--- config.mk ---
export PLATFORM = sky130hd
export DESIGN_NAME = lme_site_mem
export DESIGN_NICKNAME = d
export VERILOG_FILES = /design/src/hw/rtl/lme_pkg.sv /design/src/hw/rtl/lme_site_mem.sv
export SDC_FILE = /design/constraint.sdc
export NUM_CORES = 2
export LEC_CHECK = 0
export BUFFER_PORTS_ARGS = -buffer_cell sky130_fd_sc_hd__buf_2
export CORE_AREA = 5 5 406 408
export DETAILED_ROUTE_END_ITERATION = 16
export DIE_AREA = 0 0 411 413
export HOLD_SLACK_MARGIN = 0.15
export PLACE_DENSITY = 0.66
export SLEW_MARGIN = 25
export SYNTH_ARGS = -nofsm -noshare
export SYNTH_HDL_FRONTEND = slang
export SYNTH_SLANG_ARGS = --single-unit
--- constraint.sdc ---
create_clock -name i_clk -period 5.7 [get_ports i_clk]
set_input_delay 0.285 -clock i_clk [delete_from_list [all_inputs] [get_ports i_clk]]
set_output_delay 0.285 -clock i_clk [all_outputs]
set_load 0.05 [all_outputs]
--- src/hw/rtl/lme_pkg.sv ---
// Shared types, widths and sine table function for the lattice mode energy block.
// No dependencies; every other file of the block imports this package.
package lme_pkg;

    localparam int DATA_W       = 32;
    localparam int COUPLING_W   = 20;
    localparam int MODE_W       = 7;
    localparam int ENERGY_W     = 63;
    localparam int TDATA_IN_W   = 64;
    localparam int TDATA_OUT_W  = 72;
    localparam int OUT_PAD_W    = TDATA_OUT_W - MODE_W - ENERGY_W;

    localparam logic [COUPLING_W-1:0] COUPLING_RESET = 20'd16384;

    localparam int SINE_W       = 18;
    localparam int HALF_W       = 17;
    localparam int PROD_MAC_W   = DATA_W + SINE_W;
    localparam int ACC_W        = 56;
    localparam int ROUND_SHIFT  = 16;
    localparam int MAG_W        = 40;
    localparam int HH_W         = 2 * HALF_W;
    localparam int GAIN_FULL_W  = COUPLING_W + HH_W;
    localparam int GAIN_SHIFT   = 13;
    localparam int GAIN_W       = 40;
    localparam int SQ_W         = 2 * MAG_W;
    localparam int DIG_W        = 8;
    localparam int NDIG         = MAG_W / DIG_W;
    localparam int MUL_A_W      = SQ_W;
    localparam int MUL_B_W      = MAG_W;
    localparam int PART_W       = MUL_A_W + DIG_W;
    localparam int PROD_W       = MUL_A_W + MUL_B_W;
    localparam int SQB_SHIFT    = 25;
    localparam int TERM_SHIFT   = 56;
    localparam int DRAIN_W      = 2;

    localparam logic [ACC_W-1:0]   ROUND_HALF  = ACC_W'(32768);
    localparam logic [DRAIN_W-1:0] DRAIN_LAST  = 2'd2;
    localparam logic [63:0]        PI_HALF_Q30 = 64'd1686629713;

    typedef enum logic [2:0] {
        ST_LOAD,
        ST_SWEEP,
        ST_DRAIN,
        ST_ENERGY,
        ST_EMIT
    } t_top_state;

    typedef enum logic [2:0] {
        EN_IDLE,
        EN_GAIN,
        EN_SQA,
        EN_SQB,
        EN_TERM
    } t_eng_state;

    typedef struct packed {
        logic issue;
        logic first;
        logic site_ok;
    } t_mac_ctl;

    // Signed Q1.16 sine of a phase given as a fraction of a turn in Q32.
    function automatic logic signed [SINE_W-1:0] lme_sine(input logic [63:0] phase);
        logic [1:0]  q;
        logic [63:0] u;
        logic [63:0] x;
        logic [63:0] x2;
        logic [63:0] t;
        logic [63:0] s;
        logic [63:0] r;
        q = phase[31:30];
        u = {34'd0, phase[29:0]};
        if (q[0]) begin
            u = 64'h4000_0000 - u;
        end
        x  = (u * PI_HALF_Q30) >> 30;
        x2 = (x * x) >> 30;
        t  = x;
        s  = x;
        t  = ((t * x2) >> 30) / 6;
        s  = s - t;
        t  = ((t * x2) >> 30) / 20;
        s  = s + t;
        t  = ((t * x2) >> 30) / 42;
        s  = s - t;
        t  = ((t * x2) >> 30) / 72;
        s  = s + t;
        t  = ((t * x2) >> 30) / 110;
        s  = s - t;
        t  = ((t * x2) >> 30) / 156;
        s  = s + t;
        r  = (s + 64'd8192) >> 14;
        if (r > 64'd65536) begin
            r = 64'd65536;
        end
        return q[1] ? -SINE_W'(r) : SINE_W'(r);
    endfunction

endpackage

--- src/hw/rtl/lme_site_mem.sv ---
// Site store: one synchronous memory each for positions and velocities.
// Depends on lme_pkg for the data width.
module lme_site_mem
    import lme_pkg::*;
#(
    parameter int N_SITES = 32
) (
    input  logic                       i_clk,
    input  logic                       i_wr_en,
    input  logic [$clog2(N_SITES)-1:0] i_wr_addr,
    input  logic [DATA_W-1:0]          i_wr_pos,
    input  logic [DATA_W-1:0]          i_wr_vel,
    input  logic                       i_rd_en,
    input  logic [$clog2(N_SITES)-1:0] i_rd_addr,
    output logic [DATA_W-1:0]          o_rd_pos,
    output logic [DATA_W-1:0]          o_rd_vel
);

    logic [DATA_W-1:0] r_pos_mem [N_SITES];
    logic [DATA_W-1:0] r_vel_mem [N_SITES];
    logic [DATA_W-1:0] r_rd_pos;
    logic [DATA_W-1:0] r_rd_vel;

    always_ff @(posedge i_clk) begin
        if (i_wr_en) begin
            r_pos_mem[i_wr_addr] <= i_wr_pos;
            r_vel_mem[i_wr_addr] <= i_wr_vel;
        end
    end

    always_ff @(posedge i_clk) begin
        if (i_rd_en) begin
            r_rd_pos <= r_pos_mem[i_rd_addr];
            r_rd_vel <= r_vel_mem[i_rd_addr];
        end
    end

    assign o_rd_pos = r_rd_pos;
    assign o_rd_vel = r_rd_vel;

endmodule

==> results.md <==
* Count of antenna-violating nets left after detailed routing at 0
* IR Drop Worst-Case VDD at 0.311 mV
* Tot GR Track Use at 0.234
* Summed negative setup slack over all endpoints at 0 ns
* Slowest cell delay on critical path at 0.96 ns
* Effective utilization at floorplan at 0.496
* Post-synthesis sequential area ratio at 0.793
* P_leak at 29.7 nW
* Most area-consuming cells after synthesis: edfxtp_1 79%, mux4_2 7.2%, mux2i_1 6.4%, a22oi_1 3.0%, nand3_1 0.74%
* Most instantiated library cell after synthesis: edfxtp_1
* Remaining Overflow, GRT at 0
* Largest driver fanout on the critical path at 30
* Arrival time at the worst endpoint at 3.61 ns
* Start-to-end type of the worst setup path: in -> reg
* Share of async-settable or async-resettable flops after synthesis at 0
* Standard cell with the maximum stage delay on the critical path: and3b_2
* Clock edge transition at the registers on the reported setup and hold paths at about 0.06 ns
* Synthesized netlist cell count at approximately 3800
* Ratio of final minimum period to clock period at 0.513
* Slew of the pin with the lowest slew margin at approximately 1.1 ns
* Max Clk Rate at 342 MHz
* Worst slack on hold paths at 0.260 ns
* Worst slew margin relative to its limit at 0.279
* Dpl ws at 2.52 ns
* DR pass1 iterations at 5
* Synthesis-to-layout area growth at 13.7%
* Most used standard cells in the synthesized netlist: 2112 x edfxtp_1, 512 x mux2i_1, 322 x a22oi_1, 256 x mux4_2, 118 x nand3_1
* Internal Pwr Total at between 20 and 30 mW
* Clock buffer depth at 3
* Cell area after synthesis at 80000 µm²
* Clock latency of the later-clocked register in the worst-skew pair at 0.82 ns
* Setup skew after layout at approximately 0.04 ns
* Startpoint types: input pin
* Avg Cell Area, Syn at 21.2 µm²
* Post-CTS Repair Setup Buffers at 0
* H-tree lvl count at 4
* Number of nets in the layout at 4165
* Die ar. at 170000 µm²
* Layout cell share with drive strength beyond 1 at 0.195
* Vias after detailed routing at 39900
* Post-detailed-route via-to-cell ratio at 6.19
* Total of buffers placed on input and output ports at between 100 and 150
* Number of fill cells at 11900
* Kind of capture point of the worst setup path: flip-flop
* Setup WS post-layout at approximately 2.8 ns
* Area share of the largest cell type after synthesis at 0.793
* Combinational group share of total power at 0.052
* Warnings, synthesis at 0
* Die outline width at 411 µm
* Die boundary height at 413 µm
* Number of I/O pins at 141
* Switching part of the total power at 0.216
* Run status: complete, no violations
* Total number of clock tree sinks at ~2100
* Dominant synthesized flop cell: edfxtp_1
* Final wirelength at about 200000 µm
* PnR Total Power at 32.0 mW
* Number of failing hold endpoints at the final stage at 0
* Portion of total power attributed to sequential cells at 0.545
* Number of distinct library cells after synthesis at 31
* Most common cell type on the critical path: buf_4
* Pin count of the biggest net entering global routing at 121
* Root cell of the clock tree: clkbuf_16
* Critical Path, Cell by Cell: dlygate4sd3_1, buf_2, buf_4, buf_4, and3b_2, buf_4, a22o_1, a31oi_1, nand3_1
* Drt initial violations at 4825
* Global-route wire length before repair at 285000 µm
* Critical Path RT at roughly 6.4 ns
* Number of enable flip-flop cells after synthesis at approximately 2100
* Number of placement rows at 148
* Synthesized netlist net count at 3857
* Number of global-route vias before repair at 39800
* Floorplan core area at 161000 µm²
* Detailed placer's ending HPWL at 106000 µm
* CTS Buf Count at 204
* Sw power at between 6 and 7 mW
* CTS tree: done
* Routability congestion estimate from global placement at between 0.7 and 0.8
* Library cell occupying the most area in the post-synthesis netlist: edfxtp_1
* Number of flip-flops and latches in the synthesized netlist at approximately 2100
* Setup violation total in the final timing report at 0
* Type of the tightest min-delay check: in -> reg
* Layout Utilization at 0.564
* Max-capacitance violation count at 0
* Share of total power in the clock network at 0.404
* Fin crit period at ~2.9 ns
* Routed WL per cell at 31.1 µm
* Areal power density over the cells at about 350 nW/µm²
* Antenna violations before repair at 7
* Residual DRC count at 0
* Unrepaired setup endpoints after global routing: false
* Max Transition Viols Final at 0
==> cells in the final DEF (no fill, tap or decap), types with 34 or more instances in the layout <==
cell type / n
edfxtp_1: 2112
mux2i_1: 512
a22oi_1: 322
mux4_2: 256
clkbuf_16: 205
buf_2: 136
nand3_1: 118
buf_4: 76
dlygate4sd3_1: 69
clkbuf_1: 56
clkinv_1: 53
nand4_1: 41
a22o_1: 38
a31oi_1: 38
clkinv_2: 36
nor2_4: 34
==> metrics by stage <==
step,cell area (µm²),std cells
floorplan,80000,3780
global placement,83600,5980
detailed placement,83800,5986
CTS,90900,6435
global route,90900,6437
finish,90900,6441
==> sequential cells by signal, indices dropped and copies added, names as in the netlist <==
signal     count
r_pos_mem   1024
r_vel_mem   1024
o_rd_pos      32
o_rd_vel      32
==> power by group through the flow <==
stage,logic [mW],registers [mW],clock network [mW]
6_report,1.65,17.4,12.9
5_1_grt,1.75,17.4,13.8
4_1_cts,1.65,17.4,13.1
3_5_place_dp,1.61,17.8,0
3_3_place_gp,1.58,17.8,0
2_1_floorplan,0.814,17.9,0
==> worst max-delay path, delay by kind of cell <==
kind                   cells  cell delay (ns)
AND/OR/NAND/NOR            2             1.07
buffers and inverters      5             1.89
AO/OA/AOI/OAI              2             0.28
==> per-layer routing <==
metal | vias up | wire length (µm) | GRT usage
met2 | 1889 | 96600 | 0.378
li1 | 16500 | - | -
met4 | 4 | 6460 | 0.0745
met3 | 354 | 15700 | 0.0379
met5 | - | 21 | 0
met1 | 21100 | 81700 | 0.333
==> worst paths after layout <==
path / cells past startpoint / start / to / slack [ns]
max: 9 / i_rd_addr[3] / o_rd_vel[10] / 2.78
min: 3 / i_wr_addr[3] / r_vel_mem[11][20] / 0.26
max reg2reg: 4 / r_pos_mem[14][11] / o_rd_pos[11] / 3.92
min reg2reg: 4 / r_vel_mem[16][6] / o_rd_vel[6] / 0.70
==> final cells by class <==
type	count	area [µm²]	share of cell area
flip-flops and latches	2112	63400	0.697
multi-input cells	1455	15700	0.173
clock buffers	261	5340	0.0587
well taps	2175	2720	0.0299
repair buffers	315	2670	0.0293
clock inverters	119	1050	0.0116
diodes	4	10.0	0.000110
==> logic make-up after synthesis <==
family / synth area share
flip-flops: 0.793
multiplexers: 0.136
AO/OA/AOI/OAI: 0.0388
AND/OR/NAND/NOR: 0.0176
buffers and inverters: 0.0141
==> repair_timing <==
action	4_1_cts	5_1_grt
gates resized for setup	0	0
hold endpoints to repair	2079	0
setup endpoints to repair	0	0
hold buffers	69	0
Note: power is estimated with default switching activity, not from simulation.
