File: src/hw/rtl/lme_pkg.sv
// Shared types, widths and sine table function for the lattice mode energy block.
// No dependencies; every other file of the block imports this package.
package lme_pkg;

    localparam int DATA_W       = 32;
    localparam int COUPLING_W   = 20;
    localparam int MODE_W       = 7;
    localparam int ENERGY_W     = 63;
    localparam int TDATA_IN_W   = 64;
    localparam int TDATA_OUT_W  = 72;
    localparam int OUT_PAD_W    = TDATA_OUT_W - MODE_W - ENERGY_W;

    localparam logic [COUPLING_W-1:0] COUPLING_RESET = 20'd16384;

    localparam int SINE_W       = 18;
    localparam int HALF_W       = 17;
    localparam int PROD_MAC_W   = DATA_W + SINE_W;
    localparam int ACC_W        = 56;
    localparam int ROUND_SHIFT  = 16;
    localparam int MAG_W        = 40;
    localparam int HH_W         = 2 * HALF_W;
    localparam int GAIN_FULL_W  = COUPLING_W + HH_W;
    localparam int GAIN_SHIFT   = 13;
    localparam int GAIN_W       = 40;
    localparam int SQ_W         = 2 * MAG_W;
    localparam int DIG_W        = 8;
    localparam int NDIG         = MAG_W / DIG_W;
    localparam int MUL_A_W      = SQ_W;
    localparam int MUL_B_W      = MAG_W;
    localparam int PART_W       = MUL_A_W + DIG_W;
    localparam int PROD_W       = MUL_A_W + MUL_B_W;
    localparam int SQB_SHIFT    = 25;
    localparam int TERM_SHIFT   = 56;
    localparam int DRAIN_W      = 2;

    localparam logic [ACC_W-1:0]   ROUND_HALF  = ACC_W'(32768);
    localparam logic [DRAIN_W-1:0] DRAIN_LAST  = 2'd2;
    localparam logic [63:0]        PI_HALF_Q30 = 64'd1686629713;

    typedef enum logic [2:0] {
        ST_LOAD,
        ST_SWEEP,
        ST_DRAIN,
        ST_ENERGY,
        ST_EMIT
    } t_top_state;

    typedef enum logic [2:0] {
        EN_IDLE,
        EN_GAIN,
        EN_SQA,
        EN_SQB,
        EN_TERM
    } t_eng_state;

    typedef struct packed {
        logic issue;
        logic first;
        logic site_ok;
    } t_mac_ctl;

    // Signed Q1.16 sine of a phase given as a fraction of a turn in Q32.
    function automatic logic signed [SINE_W-1:0] lme_sine(input logic [63:0] phase);
        logic [1:0]  q;
        logic [63:0] u;
        logic [63:0] x;
        logic [63:0] x2;
        logic [63:0] t;
        logic [63:0] s;
        logic [63:0] r;
        q = phase[31:30];
        u = {34'd0, phase[29:0]};
        if (q[0]) begin
            u = 64'h4000_0000 - u;
        end
        x  = (u * PI_HALF_Q30) >> 30;
        x2 = (x * x) >> 30;
        t  = x;
        s  = x;
        t  = ((t * x2) >> 30) / 6;
        s  = s - t;
        t  = ((t * x2) >> 30) / 20;
        s  = s + t;
        t  = ((t * x2) >> 30) / 42;
        s  = s - t;
        t  = ((t * x2) >> 30) / 72;
        s  = s + t;
        t  = ((t * x2) >> 30) / 110;
        s  = s - t;
        t  = ((t * x2) >> 30) / 156;
        s  = s + t;
        r  = (s + 64'd8192) >> 14;
        if (r > 64'd65536) begin
            r = 64'd65536;
        end
        return q[1] ? -SINE_W'(r) : SINE_W'(r);
    endfunction

endpackage

File: src/hw/rtl/lme_mac.sv
// Sine table and the two multiply-accumulate pipelines for the mode projections.
// Depends on lme_pkg for widths, the control struct and the sine function.
module lme_mac
    import lme_pkg::*;
#(
    parameter int N_SITES = 32
) (
    input  logic                           i_clk,
    input  logic                           i_rst_n,
    input  t_mac_ctl                       i_ctl,
    input  logic [$clog2(2*N_SITES)-1:0]   i_sine_idx,
    input  logic [DATA_W-1:0]              i_pos,
    input  logic [DATA_W-1:0]              i_vel,
    output logic signed [ACC_W-1:0]        o_acc_a,
    output logic signed [ACC_W-1:0]        o_acc_b
);

    logic signed [SINE_W-1:0] w_sine_rom [2*N_SITES];

    for (genvar m = 0; m < 2 * N_SITES; m++) begin : g_rom
        localparam logic [63:0] PHASE = (64'(m) << 32) / (2 * N_SITES);
        assign w_sine_rom[m] = lme_sine(PHASE);
    end

    logic                         r_s1_vld;
    logic                         r_s1_first;
    logic                         r_s1_ok;
    logic signed [SINE_W-1:0]     r_s1_sine;
    logic                         r_s2_vld;
    logic                         r_s2_first;
    logic signed [PROD_MAC_W-1:0] r_prod_a;
    logic signed [PROD_MAC_W-1:0] r_prod_b;
    logic signed [ACC_W-1:0]      r_acc_a;
    logic signed [ACC_W-1:0]      r_acc_b;
    logic signed [DATA_W-1:0]     w_pos;
    logic signed [DATA_W-1:0]     w_vel;

    // Sites beyond the fill count are read as zero.
    assign w_pos = r_s1_ok ? $signed(i_pos) : '0;
    assign w_vel = r_s1_ok ? $signed(i_vel) : '0;

    always_ff @(posedge i_clk) begin
        if (!i_rst_n) begin
            r_s1_vld <= 1'b0;
            r_s2_vld <= 1'b0;
        end else begin
            r_s1_vld <= i_ctl.issue;
            r_s2_vld <= r_s1_vld;
        end
    end

    always_ff @(posedge i_clk) begin
        r_s1_first <= i_ctl.first;
        r_s1_ok    <= i_ctl.site_ok;
        r_s1_sine  <= w_sine_rom[i_sine_idx];
        r_s2_first <= r_s1_first;
        r_prod_a   <= w_pos * r_s1_sine;
        r_prod_b   <= w_vel * r_s1_sine;
        if (r_s2_vld) begin
            if (r_s2_first) begin
                r_acc_a <= ACC_W'(r_prod_a);
                r_acc_b <= ACC_W'(r_prod_b);
            end else begin
                r_acc_a <= r_acc_a + ACC_W'(r_prod_a);
                r_acc_b <= r_acc_b + ACC_W'(r_prod_b);
            end
        end
    end

    assign o_acc_a = r_acc_a;
    assign o_acc_b = r_acc_b;

endmodule

File: config.mk
export PLATFORM = sky130hd
export DESIGN_NAME = lme_mac
export DESIGN_NICKNAME = d
export VERILOG_FILES = /design/src/hw/rtl/lme_pkg.sv /design/src/hw/rtl/lme_mac.sv
export SDC_FILE = /design/constraint.sdc
export NUM_CORES = 2
export LEC_CHECK = 0
export BUFFER_PORTS_ARGS = -buffer_cell sky130_fd_sc_hd__buf_2
export CORE_UTILIZATION = 60
export DETAILED_ROUTE_END_ITERATION = 6
export PLACE_DENSITY = 0.82
export SLEW_MARGIN = 5
export SYNTH_ARGS = -nofsm -noshare
export SYNTH_HDL_FRONTEND = slang
export SYNTH_SLANG_ARGS = --single-unit
File: constraint.sdc
create_clock -name i_clk -period 7.2 [get_ports i_clk]
set_clock_uncertainty 0.15 [all_clocks]
set_input_delay 0 -clock i_clk [delete_from_list [all_inputs] [get_ports i_clk]]
set_output_delay 0 -clock i_clk [all_outputs]
set_load 0.05 [all_outputs]
==> impl_table.tex <==
\begin{tabular}{lr}
\hline
Metric & Value \\
\hline
\multicolumn{2}{l}{\textbf{Run status}} \\
\quad Result of the run & complete, no violations \\
\multicolumn{2}{l}{\textbf{Global route}} \\
\quad Grt met3 use & 5.44\% \\
\quad Remaining Overflow, GRT & 0 \\
\quad Met2 track demand over resource in global routing & 51.6\% \\
\quad Maximum number of pins on one net before global-route repair & 119 \\
\quad Vias in the first global route & 46182 \\
\quad Number of antenna violations at the first check in global routing & 17 \\
\quad Met1 track demand over resource in global routing & 41.8\% \\
\quad Layer with the highest usage & met2 \\
\quad First-pass GRT wire length & 236 mm \\
\quad All-layer global routing usage & 31.9\% \\
\multicolumn{2}{l}{\textbf{Clocking}} \\
\quad Largest buffer count on any clock path & 3 \\
\quad H-tree Lvls & 1 \\
\quad Reg clk slew, reported paths & 0.07 ns \\
\quad CTS sink count & 235 \\
\quad Number of buffers created by CTS & 29 \\
\quad Worst-skew pair later-pin latency & 0.61 ns \\
\quad CTS tree & yes \\
\quad Clock root cell & clkbuf\_16 \\
\multicolumn{2}{l}{\textbf{Setup path}} \\
\quad Critical path start-end classification & reg2reg \\
\quad Startpoint of the worst-slack reg-to-reg timing path & r\_s1\_ok \\
\quad Type of destination of the critical path & flop \\
\quad Number of buffer and inverter stages on the critical path & 8 \\
\quad Maximum fanout encountered on the critical timing path & 16 \\
\quad Crit path required time & 7.54 ns \\
\quad Worst flop-to-flop path endpoint & r\_prod\_b[47] \\
\quad Cell with the most instances on the worst path & fa\_1 \\
\quad Critical path arrival & 7.43 ns \\
\quad Library cell contributing the largest single delay on the critical path & fa\_1 \\
\quad Crit-path leading delay family & adder cells \\
\quad CP max stage delay & 0.57 ns \\
\quad Depth of the worst register-to-register path & 25 \\
\quad Category of the worst setup path launch point & flop \\
\quad FF-to-FF setup slack & 0.12 ns \\
\multicolumn{2}{l}{\textbf{Worst hold path}} \\
\quad Worst Hold Depth & 4 \\
\quad Hold Path End & r\_prod\_a[2] \\
\quad HP Start & i\_pos[2] \\
\quad Worst hold path type & in2reg \\
\multicolumn{2}{l}{\textbf{Die}} \\
\quad Die Width & 304 um \\
\quad Die area & 92400 um2 \\
\quad Boundary Pins & 187 \\
\quad Core outline area & 90100 um2 \\
\quad Number of cell rows & 110 \\
\quad Starting density of the core & 60.7\% \\
\quad Vert. Die Dim & 304 um \\
\multicolumn{2}{l}{\textbf{Finish}} \\
\quad Number of nets at the end of the flow & 7887 \\
\quad Commonest cells after routing, fill and taps aside & inv\_1 (1279), fa\_1 (1106), nand2\_1 (877) \\
\quad Share of cells above drive strength 1 & 9.41\% \\
\quad Layout Utilization & 66.0\% \\
\quad Commonest non-fill, non-tap cell in the layout & inv\_1 \\
\quad Filler Cells Inserted & 7095 \\
\quad Relative area change from synthesis to final layout & 8.85\% \\
\multicolumn{2}{l}{\textbf{STA}} \\
\quad Setup-failing EPs final & 0 \\
\quad Final Worst Setup Slack & 0.116 ns \\
\quad Worst-Margin Slew & 0.941 ns \\
\quad Highest Clock Rate & 0.141 GHz \\
\quad Final total negative setup slack & 0 ns \\
\quad Final critical delay including setup and external delays & 7.08 ns \\
\quad Unrepaired setup endpoints after global routing & yes \\
\quad Post-route fraction of the period consumed by the critical path & 98.4\% \\
\quad Final hold violation count & 0 \\
\quad Worst slew margin & 37.3\% \\
\quad Pins over their slew limit & 0 \\
\multicolumn{2}{l}{\textbf{Routing}} \\
\quad Iter 0 DRT Violations & 4180 \\
\quad Post-detailed-route count of antenna-violating nets & 0 \\
\quad Total wire length after detailed routing & 146 mm \\
\quad DR vias/cell & 5.90 \\
\quad Post-detailed-route DRC marker count & 0 \\
\quad DR vias & 44570 \\
\quad Iteration count of the initial detailed-routing pass & 6 \\
\quad Wirelength per Cell & 19.3 um \\
\multicolumn{2}{l}{\textbf{Logic synthesis}} \\
\quad Cell type with the largest total area after synthesis & fa\_1 \\
\quad Yosys Warn Count & 0 \\
\quad Number of flops mapped to enable cells by yosys & 112 \\
\quad Share of flip-flops with an asynchronous set or reset & 0\% \\
\quad Synthesized flop and latch total & 235 \\
\quad Summed instance area of the synthesized netlist & 54700 um2 \\
\quad Post-Synthesis Mean Instance Area & 8.82 um2 \\
\quad Synth Net Count & 7751 \\
\quad Distinct cells, synth & 90 \\
\quad Fraction of synthesized cell area taken by the top area cell type & 40.5\% \\
\quad Synthesized netlist cell count & 6205 \\
\quad Top FF cell, synth & dfxtp\_1 \\
\quad Top post-synthesis cells by area & fa\_1 (41\%), inv\_1 (8.8\%), ha\_1 (8.3\%), edfxtp\_1 (6.1\%), nand2\_1 (6.0\%) \\
\quad Sequential cell area fraction in the yosys report & 10.6\% \\
\multicolumn{2}{l}{\textbf{Flow run}} \\
\quad Max\_cap viols & 0 \\
\multicolumn{2}{l}{\textbf{Placed design}} \\
\quad Global placer's final weighted congestion & 1.01 \\
\quad Detailed Place HPWL & 118 mm \\
\quad Post-placement setup slack & -0.199 ns \\
\quad Count of buffers inserted at the top-level ports & 186 \\
\hline
\end{tabular}
[timing repair]
| item | 4_1_cts | 5_1_grt |
|---|---|---|
| setup endpoints to repair | 5 | 25 |
| endpoints found under the hold margin | 26 | 0 |
| cloned | 0 | 3 |
| resized for setup | 5 | 89 |
| setup buffers | 0 | 5 |
| hold buffers | 21 | 0 |
| pin swaps | 0 | 7 |
[through the flow]
| stage | cells | instance area, um2 | hold slack, ns |
|---|---|---|---|
| floorplan | 6205 | 54700 | -0.122 |
| global placement | 7457 | 57900 | -0.0472 |
| detailed placement | 7457 | 57900 | -0.0459 |
| CTS | 7532 | 59100 | 0.00257 |
| global route | 7543 | 59500 | 0.0724 |
| finish | 7548 | 59500 | 0.0138 |
[synth_stat cells (all sizes together) (112+ instances only)]
master and number:
dfxtp 123, o21ai 240, nor2 178, inv 1280, fa 1108, and3 472
ha 363, clkbuf 306, xnor2 116, nand2 878, edfxtp 112, a21oi 207
[worst max path at each step]
| stage | startpoint | end | slack [ns] | depth (start not counted) |
|---|---|---|---|---|
| final | r_s1_ok | r_prod_b[47] | 0.12 | 25 |
| after global routing | r_s1_ok | r_prod_b[47] | -0.09 | 25 |
| after CTS | r_s1_ok | r_prod_a[48] | 0.008 | 26 |
| after detailed placement | r_s1_ok | r_prod_a[45] | -0.20 | 24 |
| after global placement | r_s1_ok | r_prod_b[47] | 0.19 | 23 |
| after floorplan | r_s1_ok | r_prod_b[47] | 0.23 | 26 |
[registers in the layout, summed over array words and instances (netlist names)]
name / flops
r_s1_first: 1
r_s1_sine: 18
o_acc_a: 56
r_s1_ok: 1
r_s1_vld: 1
r_prod_a: 50
r_s2_vld: 1
r_prod_b: 50
r_s2_first: 1
o_acc_b: 56
[layer usage]
metal / vias to the layer above / routed length [um]
met2: 2274 / 68600
met4: 22 / 7820
met3: 497 / 14300
li1: 19706 / -
met5: - / 136
met1: 22071 / 54800
[worst min-delay path: cells and delay by family]
family	cells	cell delay (ns)
buffers and inverters	1	0.21
adder cells (fa/ha/maj)	2	0.30
AND/OR/NAND/NOR	1	0.22
[logic make-up after synthesis]
group | count (synthesis) | synth area share (%)
simple gates | 1849 | 16.3
buf+inv | 1617 | 11.1
fa+ha+maj | 1471 | 48.9
compound gates | 830 | 9.74
flops | 235 | 10.6
xor+xnor | 188 | 3.01
mux | 15 | 0.382
[area by class of cell]
type                       instances  area, um2  share of cell area (%)
timing repair buffer             442       3310                    5.57
inverter                        1280       4800                    8.07
multi-input combinational       4353      43000                    72.3
sequential                       235       5880                    9.87
clock inverter                    15        125                   0.210
tap                             1176       1470                    2.47
clock buffer                      39        887                    1.49
antenna                            8       20.0                  0.0336
Power is not shown: default switching activity piles up to over one toggle a cycle in this logic, so the estimate is an artifact.
