[src/hw/rtl/lme_pkg.sv]
// Shared types, widths and sine table function for the lattice mode energy block.
// No dependencies; every other file of the block imports this package.
package lme_pkg;

    localparam int DATA_W       = 32;
    localparam int COUPLING_W   = 20;
    localparam int MODE_W       = 7;
    localparam int ENERGY_W     = 63;
    localparam int TDATA_IN_W   = 64;
    localparam int TDATA_OUT_W  = 72;
    localparam int OUT_PAD_W    = TDATA_OUT_W - MODE_W - ENERGY_W;

    localparam logic [COUPLING_W-1:0] COUPLING_RESET = 20'd16384;

    localparam int SINE_W       = 18;
    localparam int HALF_W       = 17;
    localparam int PROD_MAC_W   = DATA_W + SINE_W;
    localparam int ACC_W        = 56;
    localparam int ROUND_SHIFT  = 16;
    localparam int MAG_W        = 40;
    localparam int HH_W         = 2 * HALF_W;
    localparam int GAIN_FULL_W  = COUPLING_W + HH_W;
    localparam int GAIN_SHIFT   = 13;
    localparam int GAIN_W       = 40;
    localparam int SQ_W         = 2 * MAG_W;
    localparam int DIG_W        = 8;
    localparam int NDIG         = MAG_W / DIG_W;
    localparam int MUL_A_W      = SQ_W;
    localparam int MUL_B_W      = MAG_W;
    localparam int PART_W       = MUL_A_W + DIG_W;
    localparam int PROD_W       = MUL_A_W + MUL_B_W;
    localparam int SQB_SHIFT    = 25;
    localparam int TERM_SHIFT   = 56;
    localparam int DRAIN_W      = 2;

    localparam logic [ACC_W-1:0]   ROUND_HALF  = ACC_W'(32768);
    localparam logic [DRAIN_W-1:0] DRAIN_LAST  = 2'd2;
    localparam logic [63:0]        PI_HALF_Q30 = 64'd1686629713;

    typedef enum logic [2:0] {
        ST_LOAD,
        ST_SWEEP,
        ST_DRAIN,
        ST_ENERGY,
        ST_EMIT
    } t_top_state;

    typedef enum logic [2:0] {
        EN_IDLE,
        EN_GAIN,
        EN_SQA,
        EN_SQB,
        EN_TERM
    } t_eng_state;

    typedef struct packed {
        logic issue;
        logic first;
        logic site_ok;
    } t_mac_ctl;

    // Signed Q1.16 sine of a phase given as a fraction of a turn in Q32.
    function automatic logic signed [SINE_W-1:0] lme_sine(input logic [63:0] phase);
        logic [1:0]  q;
        logic [63:0] u;
        logic [63:0] x;
        logic [63:0] x2;
        logic [63:0] t;
        logic [63:0] s;
        logic [63:0] r;
        q = phase[31:30];
        u = {34'd0, phase[29:0]};
        if (q[0]) begin
            u = 64'h4000_0000 - u;
        end
        x  = (u * PI_HALF_Q30) >> 30;
        x2 = (x * x) >> 30;
        t  = x;
        s  = x;
        t  = ((t * x2) >> 30) / 6;
        s  = s - t;
        t  = ((t * x2) >> 30) / 20;
        s  = s + t;
        t  = ((t * x2) >> 30) / 42;
        s  = s - t;
        t  = ((t * x2) >> 30) / 72;
        s  = s + t;
        t  = ((t * x2) >> 30) / 110;
        s  = s - t;
        t  = ((t * x2) >> 30) / 156;
        s  = s + t;
        r  = (s + 64'd8192) >> 14;
        if (r > 64'd65536) begin
            r = 64'd65536;
        end
        return q[1] ? -SINE_W'(r) : SINE_W'(r);
    endfunction

endpackage

[src/hw/rtl/lme_mul.sv]
// Iterative unsigned multiplier that consumes one byte of the second operand per cycle.
// Depends on lme_pkg for operand and product widths.
module lme_mul
    import lme_pkg::*;
(
    input  logic               i_clk,
    input  logic               i_rst_n,
    input  logic               i_start,
    input  logic [MUL_A_W-1:0] i_a,
    input  logic [MUL_B_W-1:0] i_b,
    output logic               o_done,
    output logic [PROD_W-1:0]  o_product
);

    localparam int CNT_W = $clog2(NDIG + 1);

    logic [CNT_W-1:0]   r_cnt;
    logic               r_done;
    logic [MUL_A_W-1:0] r_a;
    logic [MUL_B_W-1:0] r_b;
    logic [PROD_W-1:0]  r_p;
    logic [PART_W-1:0]  w_part;
    logic [PROD_W-1:0]  n_p;

    assign w_part = PART_W'(r_a) * PART_W'(r_b[MUL_B_W-1 -: DIG_W]);
    assign n_p    = (r_p << DIG_W) + PROD_W'(w_part);

    always_ff @(posedge i_clk) begin
        if (!i_rst_n) begin
            r_cnt  <= '0;
            r_done <= 1'b0;
        end else begin
            r_done <= 1'b0;
            if (i_start) begin
                r_cnt <= CNT_W'(NDIG);
            end else if (r_cnt != '0) begin
                r_cnt <= r_cnt - CNT_W'(1);
                if (r_cnt == CNT_W'(1)) begin
                    r_done <= 1'b1;
                end
            end
        end
    end

    always_ff @(posedge i_clk) begin
        if (i_start) begin
            r_a <= i_a;
            r_b <= i_b;
            r_p <= '0;
        end else if (r_cnt != '0) begin
            r_b <= r_b << DIG_W;
            r_p <= n_p;
        end
    end

    assign o_done    = r_done;
    assign o_product = r_p;

endmodule

[src/hw/rtl/lme_energy.sv]
// Mode energy sequencer: rounding, coupling gain, the two squares and the final product.
// Depends on lme_pkg and instantiates lme_mul.
module lme_energy
    import lme_pkg::*;
#(
    parameter int N_SITES = 32
) (
    input  logic                         i_clk,
    input  logic                         i_rst_n,
    input  logic                         i_start,
    input  logic signed [ACC_W-1:0]      i_acc_a,
    input  logic signed [ACC_W-1:0]      i_acc_b,
    input  logic [$clog2(N_SITES+1)-1:0] i_k,
    input  logic [COUPLING_W-1:0]        i_coupling,
    output logic                         o_done,
    output logic [ENERGY_W-1:0]          o_energy
);

    logic [HALF_W-1:0] w_half_rom [N_SITES+1];

    for (genvar m = 0; m <= N_SITES; m++) begin : g_half
        localparam logic [63:0] PHASE = (64'(m) << 32) / (4 * N_SITES);
        logic signed [SINE_W-1:0] w_val;
        assign w_val         = lme_sine(PHASE);
        assign w_half_rom[m] = w_val[HALF_W-1:0];
    end

    t_eng_state r_state;
    t_eng_state n_state;

    logic [ACC_W-1:0]        w_mag_a;
    logic [ACC_W-1:0]        w_mag_b;
    logic [ACC_W-1:0]        w_rnd_a;
    logic [ACC_W-1:0]        w_rnd_b;
    logic [HALF_W-1:0]       w_h;
    logic [HH_W-1:0]         w_hh;
    logic [GAIN_FULL_W-1:0]  w_gain;
    logic [ENERGY_W+1:0]     w_sum;
    logic [MAG_W-1:0]        r_ma;
    logic [MAG_W-1:0]        r_mb;
    logic [HH_W-1:0]         r_hh;
    logic [GAIN_W-1:0]       r_g;
    logic [SQ_W-1:0]         r_sqa;
    logic [SQ_W-SQB_SHIFT-1:0] r_sqb;
    logic [ENERGY_W-1:0]     r_energy;
    logic                    w_mul_start;
    logic [MUL_A_W-1:0]      w_mul_a;
    logic [MUL_B_W-1:0]      w_mul_b;
    logic                    w_mul_done;
    logic [PROD_W-1:0]       w_mul_p;

    assign w_mag_a = i_acc_a[ACC_W-1] ? $unsigned(-i_acc_a) : $unsigned(i_acc_a);
    assign w_mag_b = i_acc_b[ACC_W-1] ? $unsigned(-i_acc_b) : $unsigned(i_acc_b);
    assign w_rnd_a = w_mag_a + ROUND_HALF;
    assign w_rnd_b = w_mag_b + ROUND_HALF;
    assign w_h     = w_half_rom[i_k];
    assign w_hh    = HH_W'(w_h) * HH_W'(w_h);
    assign w_gain  = GAIN_FULL_W'(i_coupling) * GAIN_FULL_W'(r_hh);
    assign w_sum   = (ENERGY_W + 2)'(w_mul_p[PROD_W-1:TERM_SHIFT]) + (ENERGY_W + 2)'(r_sqb);

    lme_mul u_mul (
        .i_clk     (i_clk),
        .i_rst_n   (i_rst_n),
        .i_start   (w_mul_start),
        .i_a       (w_mul_a),
        .i_b       (w_mul_b),
        .o_done    (w_mul_done),
        .o_product (w_mul_p)
    );

    always_ff @(posedge i_clk) begin
        if (!i_rst_n) begin
            r_state <= EN_IDLE;
        end else begin
            r_state <= n_state;
        end
    end

    always_comb begin
        n_state = r_state;
        unique case (r_state)
            EN_IDLE: begin
                if (i_start) begin
                    n_state = EN_GAIN;
                end
            end
            EN_GAIN: begin
                n_state = EN_SQA;
            end
            EN_SQA: begin
                if (w_mul_done) begin
                    n_state = EN_SQB;
                end
            end
            EN_SQB: begin
                if (w_mul_done) begin
                    n_state = EN_TERM;
                end
            end
            EN_TERM: begin
                if (w_mul_done) begin
                    n_state = EN_IDLE;
                end
            end
            default: begin
                n_state = EN_IDLE;
            end
        endcase
    end

    always_comb begin
        w_mul_start = 1'b0;
        w_mul_a     = MUL_A_W'(r_ma);
        w_mul_b     = r_ma;
        o_done      = 1'b0;
        unique case (r_state)
            EN_GAIN: begin
                w_mul_start = 1'b1;
            end
            EN_SQA: begin
                w_mul_start = w_mul_done;
                w_mul_a     = MUL_A_W'(r_mb);
                w_mul_b     = r_mb;
            end
            EN_SQB: begin
                w_mul_start = w_mul_done;
                w_mul_a     = r_sqa;
                w_mul_b     = r_g;
            end
            EN_TERM: begin
                o_done = w_mul_done;
            end
            default: begin
            end
        endcase
    end

    always_ff @(posedge i_clk) begin
        unique case (r_state)
            EN_IDLE: begin
                if (i_start) begin
                    r_ma <= w_rnd_a[ROUND_SHIFT+MAG_W-1:ROUND_SHIFT];
                    r_mb <= w_rnd_b[ROUND_SHIFT+MAG_W-1:ROUND_SHIFT];
                    r_hh <= w_hh;
                end
            end
            EN_GAIN: begin
                r_g <= w_gain[GAIN_SHIFT+GAIN_W-1:GAIN_SHIFT];
            end
            EN_SQA: begin
                if (w_mul_done) begin
                    r_sqa <= w_mul_p[SQ_W-1:0];
                end
            end
            EN_SQB: begin
                if (w_mul_done) begin
                    r_sqb <= w_mul_p[SQ_W-1:SQB_SHIFT];
                end
            end
            EN_TERM: begin
                if (w_mul_done) begin
                    r_energy <= (|w_sum[ENERGY_W+1:ENERGY_W]) ? '1 : w_sum[ENERGY_W-1:0];
                end
            end
            default: begin
            end
        endcase
    end

    assign o_energy = r_energy;

endmodule

[config.mk]
export PLATFORM = sky130hd
export DESIGN_NAME = lme_energy
export DESIGN_NICKNAME = d
export VERILOG_FILES = /design/src/hw/rtl/lme_pkg.sv /design/src/hw/rtl/lme_mul.sv /design/src/hw/rtl/lme_energy.sv
export SDC_FILE = /design/constraint.sdc
export NUM_CORES = 2
export LEC_CHECK = 0
export ABC_AREA = 1
export BUFFER_PORTS_ARGS = -buffer_cell sky130_fd_sc_hd__clkbuf_2
export CORE_MARGIN = 5
export CORE_UTILIZATION = 55
export CTS_CLUSTER_DIAMETER = 40
export DETAILED_ROUTE_END_ITERATION = 6
export GPL_ROUTABILITY_DRIVEN = 0
export PLACE_DENSITY = 0.69
export SLEW_MARGIN = 15
export SYNTH_ARGS = -nofsm -noshare
export SYNTH_HDL_FRONTEND = slang
export SYNTH_SLANG_ARGS = --single-unit
[constraint.sdc]
create_clock -name i_clk -period 24.9 [get_ports i_clk]
set_clock_uncertainty 0.05 [all_clocks]
set_input_delay 4.98 -clock i_clk [delete_from_list [all_inputs] [get_ports i_clk]]
set_output_delay 4.98 -clock i_clk [all_outputs]
set_load 0.02 [all_outputs]
==> results.toml <==
[sta]
rsz0062_at_grt = "false"
finalSetupViolCount = 0
fin_tns_setup_ps = 0
hold_viol = 0
worstMarginPinSlew_ps = 1220
period_share = 0.476
maxSlewViolCount = 0
relSlewSlack = 0.186
max_freq_mhz = 84.3
fin_crit_ps = 11860

[clock_tree]
cts_resized = 0
cts_tree = "done"
cts_buffers = 95
worstSkewPairLatency_ps = 730
cts_sinks = 598
cts.clk_slew.worst_paths_ps = 60
post-cts-setup-buffer-count = 0
cts_hold_buf = 0
clk_path_buf_depth = 3
root_buffer = "clkbuf_16"
cts_max_level = 3

[setup_path]
cpPeakStageDelay_ps = 570
endpoint_kind = "register"
crit_buf_inv = 7
required_ps = 25300
worstPathMaxFanout = 24
cp-start-kind = "input pin"
critical_path.startpoint = "i_k[2]"
cpMaxStageDelayCell = "fa_1"
timing.rr.start = "r_hh[9]"
critPathKind = "input pin to register"
cp.arrival_ps = 12250
critical_path.top_delay_family = "adder cells"

[die]
die_w_um = 412
core.rowCount = 147
initial_utilization = 0.554
io_pins = 205
die_area_um2 = 170000
core_area_um2 = 161000
die_h_um = 412

[route]
vias = 77700
routed_wl_um = 276000
dr.pass1.iters = 7
drcViolationCount = 21
drt_iter0_drc = 7765
wl_per_cell_um = 19.5
via_per_inst = 5.49
antenna_left = 0

[grt]
grt_usage = 0.328
grt_pass1_vias = 79600
grt_max_degree = 98
gr-total-overflow = 0
grt_first_pass_wirelength_um = 436000
antenna_found_initial = 13

[logic_synthesis]
synth-edff-count = 471
synth-async-reset-ratio = 0
synth_area_per_cell_um2 = 7.47
yosysSeqAreaShare = 0.187
synth_ff_type = "edfxtp_1"
synthCells = 11900
syn_area_um2 = 89000
yosys_warnings = 0
ys_ff_latch = 598
synthDistinctLibCells = 59

[finish]
areaGrowthSynthToFinish_pct = 6.60
fillerInstances = 14800
drive_gt1_frac = 0.0474
final_nets = 13800

[min_path]
holdCritStartpoint = "u_mul.o_product[8]"
hold_class = "register to register"

[place]
dp_hpwl_um = 220000
port_buffers = 204

[run_status]
violations = "DRC"
status = "complete, but fails checks"

[run]
drv_cap = 0
==> worst reg2reg max path, cell delays in order (launching register included) <==
cell and delay, ps:
edfxtp_1 1050, nand2_1 250, fa_1 610, fa_1 460, fa_1 520, inv_1 50, fa_1 470, fa_1 530
fa_1 550, inv_1 60, fa_1 540, inv_1 40, ha_1 360, nand2_1 110, nor2_1 190, nand2_1 130
nor4_1 290, a21oi_1 170, o21ai_0 490, a21oi_1 180, xnor2_1 330
==> routing by layer <==
layer | vias to the layer above | routed length [µm] | track usage
li1 | 35300 | - | -
met1 | 37500 | 105000 | 0.417
met2 | 4033 | 128000 | 0.538
met3 | 907 | 25400 | 0.0589
met4 | 8 | 17900 | 0.172
met5 | - | 53 | 0
==> cell usage in the layout (no fill, tap or decap), types with 60 or more instances in the layout <==
master,count
edfxtp_1,471
o21ai_0,376
xor2_1,172
nor3_1,67
nand2_1,3142
fa_1,1297
dfxtp_1,127
clkbuf_2,204
a21oi_1,519
nand3_1,300
xnor2_1,72
buf_4,60
clkbuf_16,97
nor2_1,973
nand4_1,102
ha_1,451
inv_1,3049
==> per-stage QoR <==
step / hold WS (ps) / area, µm² / setup WS, ps / std cells / utilization
floorplan: 358 / 89100 / 12840 / 12000 / -
global placement: 364 / 91700 / 12550 / 14000 / 0.570
detailed placement: 365 / 91700 / 12450 / 14000 / 0.570
CTS: 378 / 94900 / 13180 / 14100 / 0.590
global route: 389 / 94900 / 12510 / 14200 / 0.590
finish: 382 / 94900 / 13040 / 14200 / 0.590
==> cell usage after synthesis, types with 10 or more instances <==
master,instances,area [µm²]
nand2_1,3142,11800
inv_1,3050,11400
fa_1,1297,26000
nor2_1,977,3670
a21oi_1,519,2600
edfxtp_1,471,14100
ha_1,451,5640
o21ai_0,376,1880
nand3_1,300,1500
clkbuf_1,285,1070
xor2_1,172,1510
dfxtp_1,127,2540
nand4_1,102,638
clkbuf_2,79,395
xnor2_1,72,631
nor3_1,68,340
nor2_2,42,263
o21bai_1,38,285
a31oi_1,35,219
a22o_1,32,280
nand2_2,32,200
nand3b_1,30,225
nor4_1,21,131
a21o_1,20,150
buf_2,20,100
o21a_1,16,120
a21boi_0,13,97.6
buf_1,13,48.8
nand3_2,11,110
nor2_4,10,113
==> layout make-up <==
cell class                 count  area [µm²]  area share
clock inverter                70         732     0.00771
timing repair buffer         265        1500      0.0158
antenna                        7        17.5    0.000185
tap                         2160        2700      0.0285
inverter                    3060       11500       0.121
multi-input combinational   7886       59300       0.625
clock buffer                 109        2480      0.0262
sequential                   598       16700       0.176
==> cell families after synthesis <==
kind of cell	count (synthesis)	synth area share
flip-flops	598	0.187
AND/OR/NAND/NOR	4764	0.217
other	2	0.0000843
buffers and inverters	3468	0.148
AO/OA/AOI/OAI	1088	0.0665
adder cells (fa/ha/maj)	1748	0.355
XOR/XNOR	254	0.0261
==> flip-flops by register name, summed over array words and instances, names as in the netlist, 55 cells and up <==
register,cells
o_energy,63
u_mul.o_product,120
r_sqa,80
u_mul.r_a,80
r_sqb,55
==> worst paths after layout <==
path                            endpoint  slack, ps  cells after the start
worst max-delay path            r_hh[31]      13040                     27
worst min-delay path            r_sqa[8]        380                      0
worst max register to register   r_g[24]      17270                     20
worst min register to register  r_sqa[8]        380                      0
Power is not shown: default switching activity piles up to over one toggle a cycle in this logic, so the estimate is an artifact.
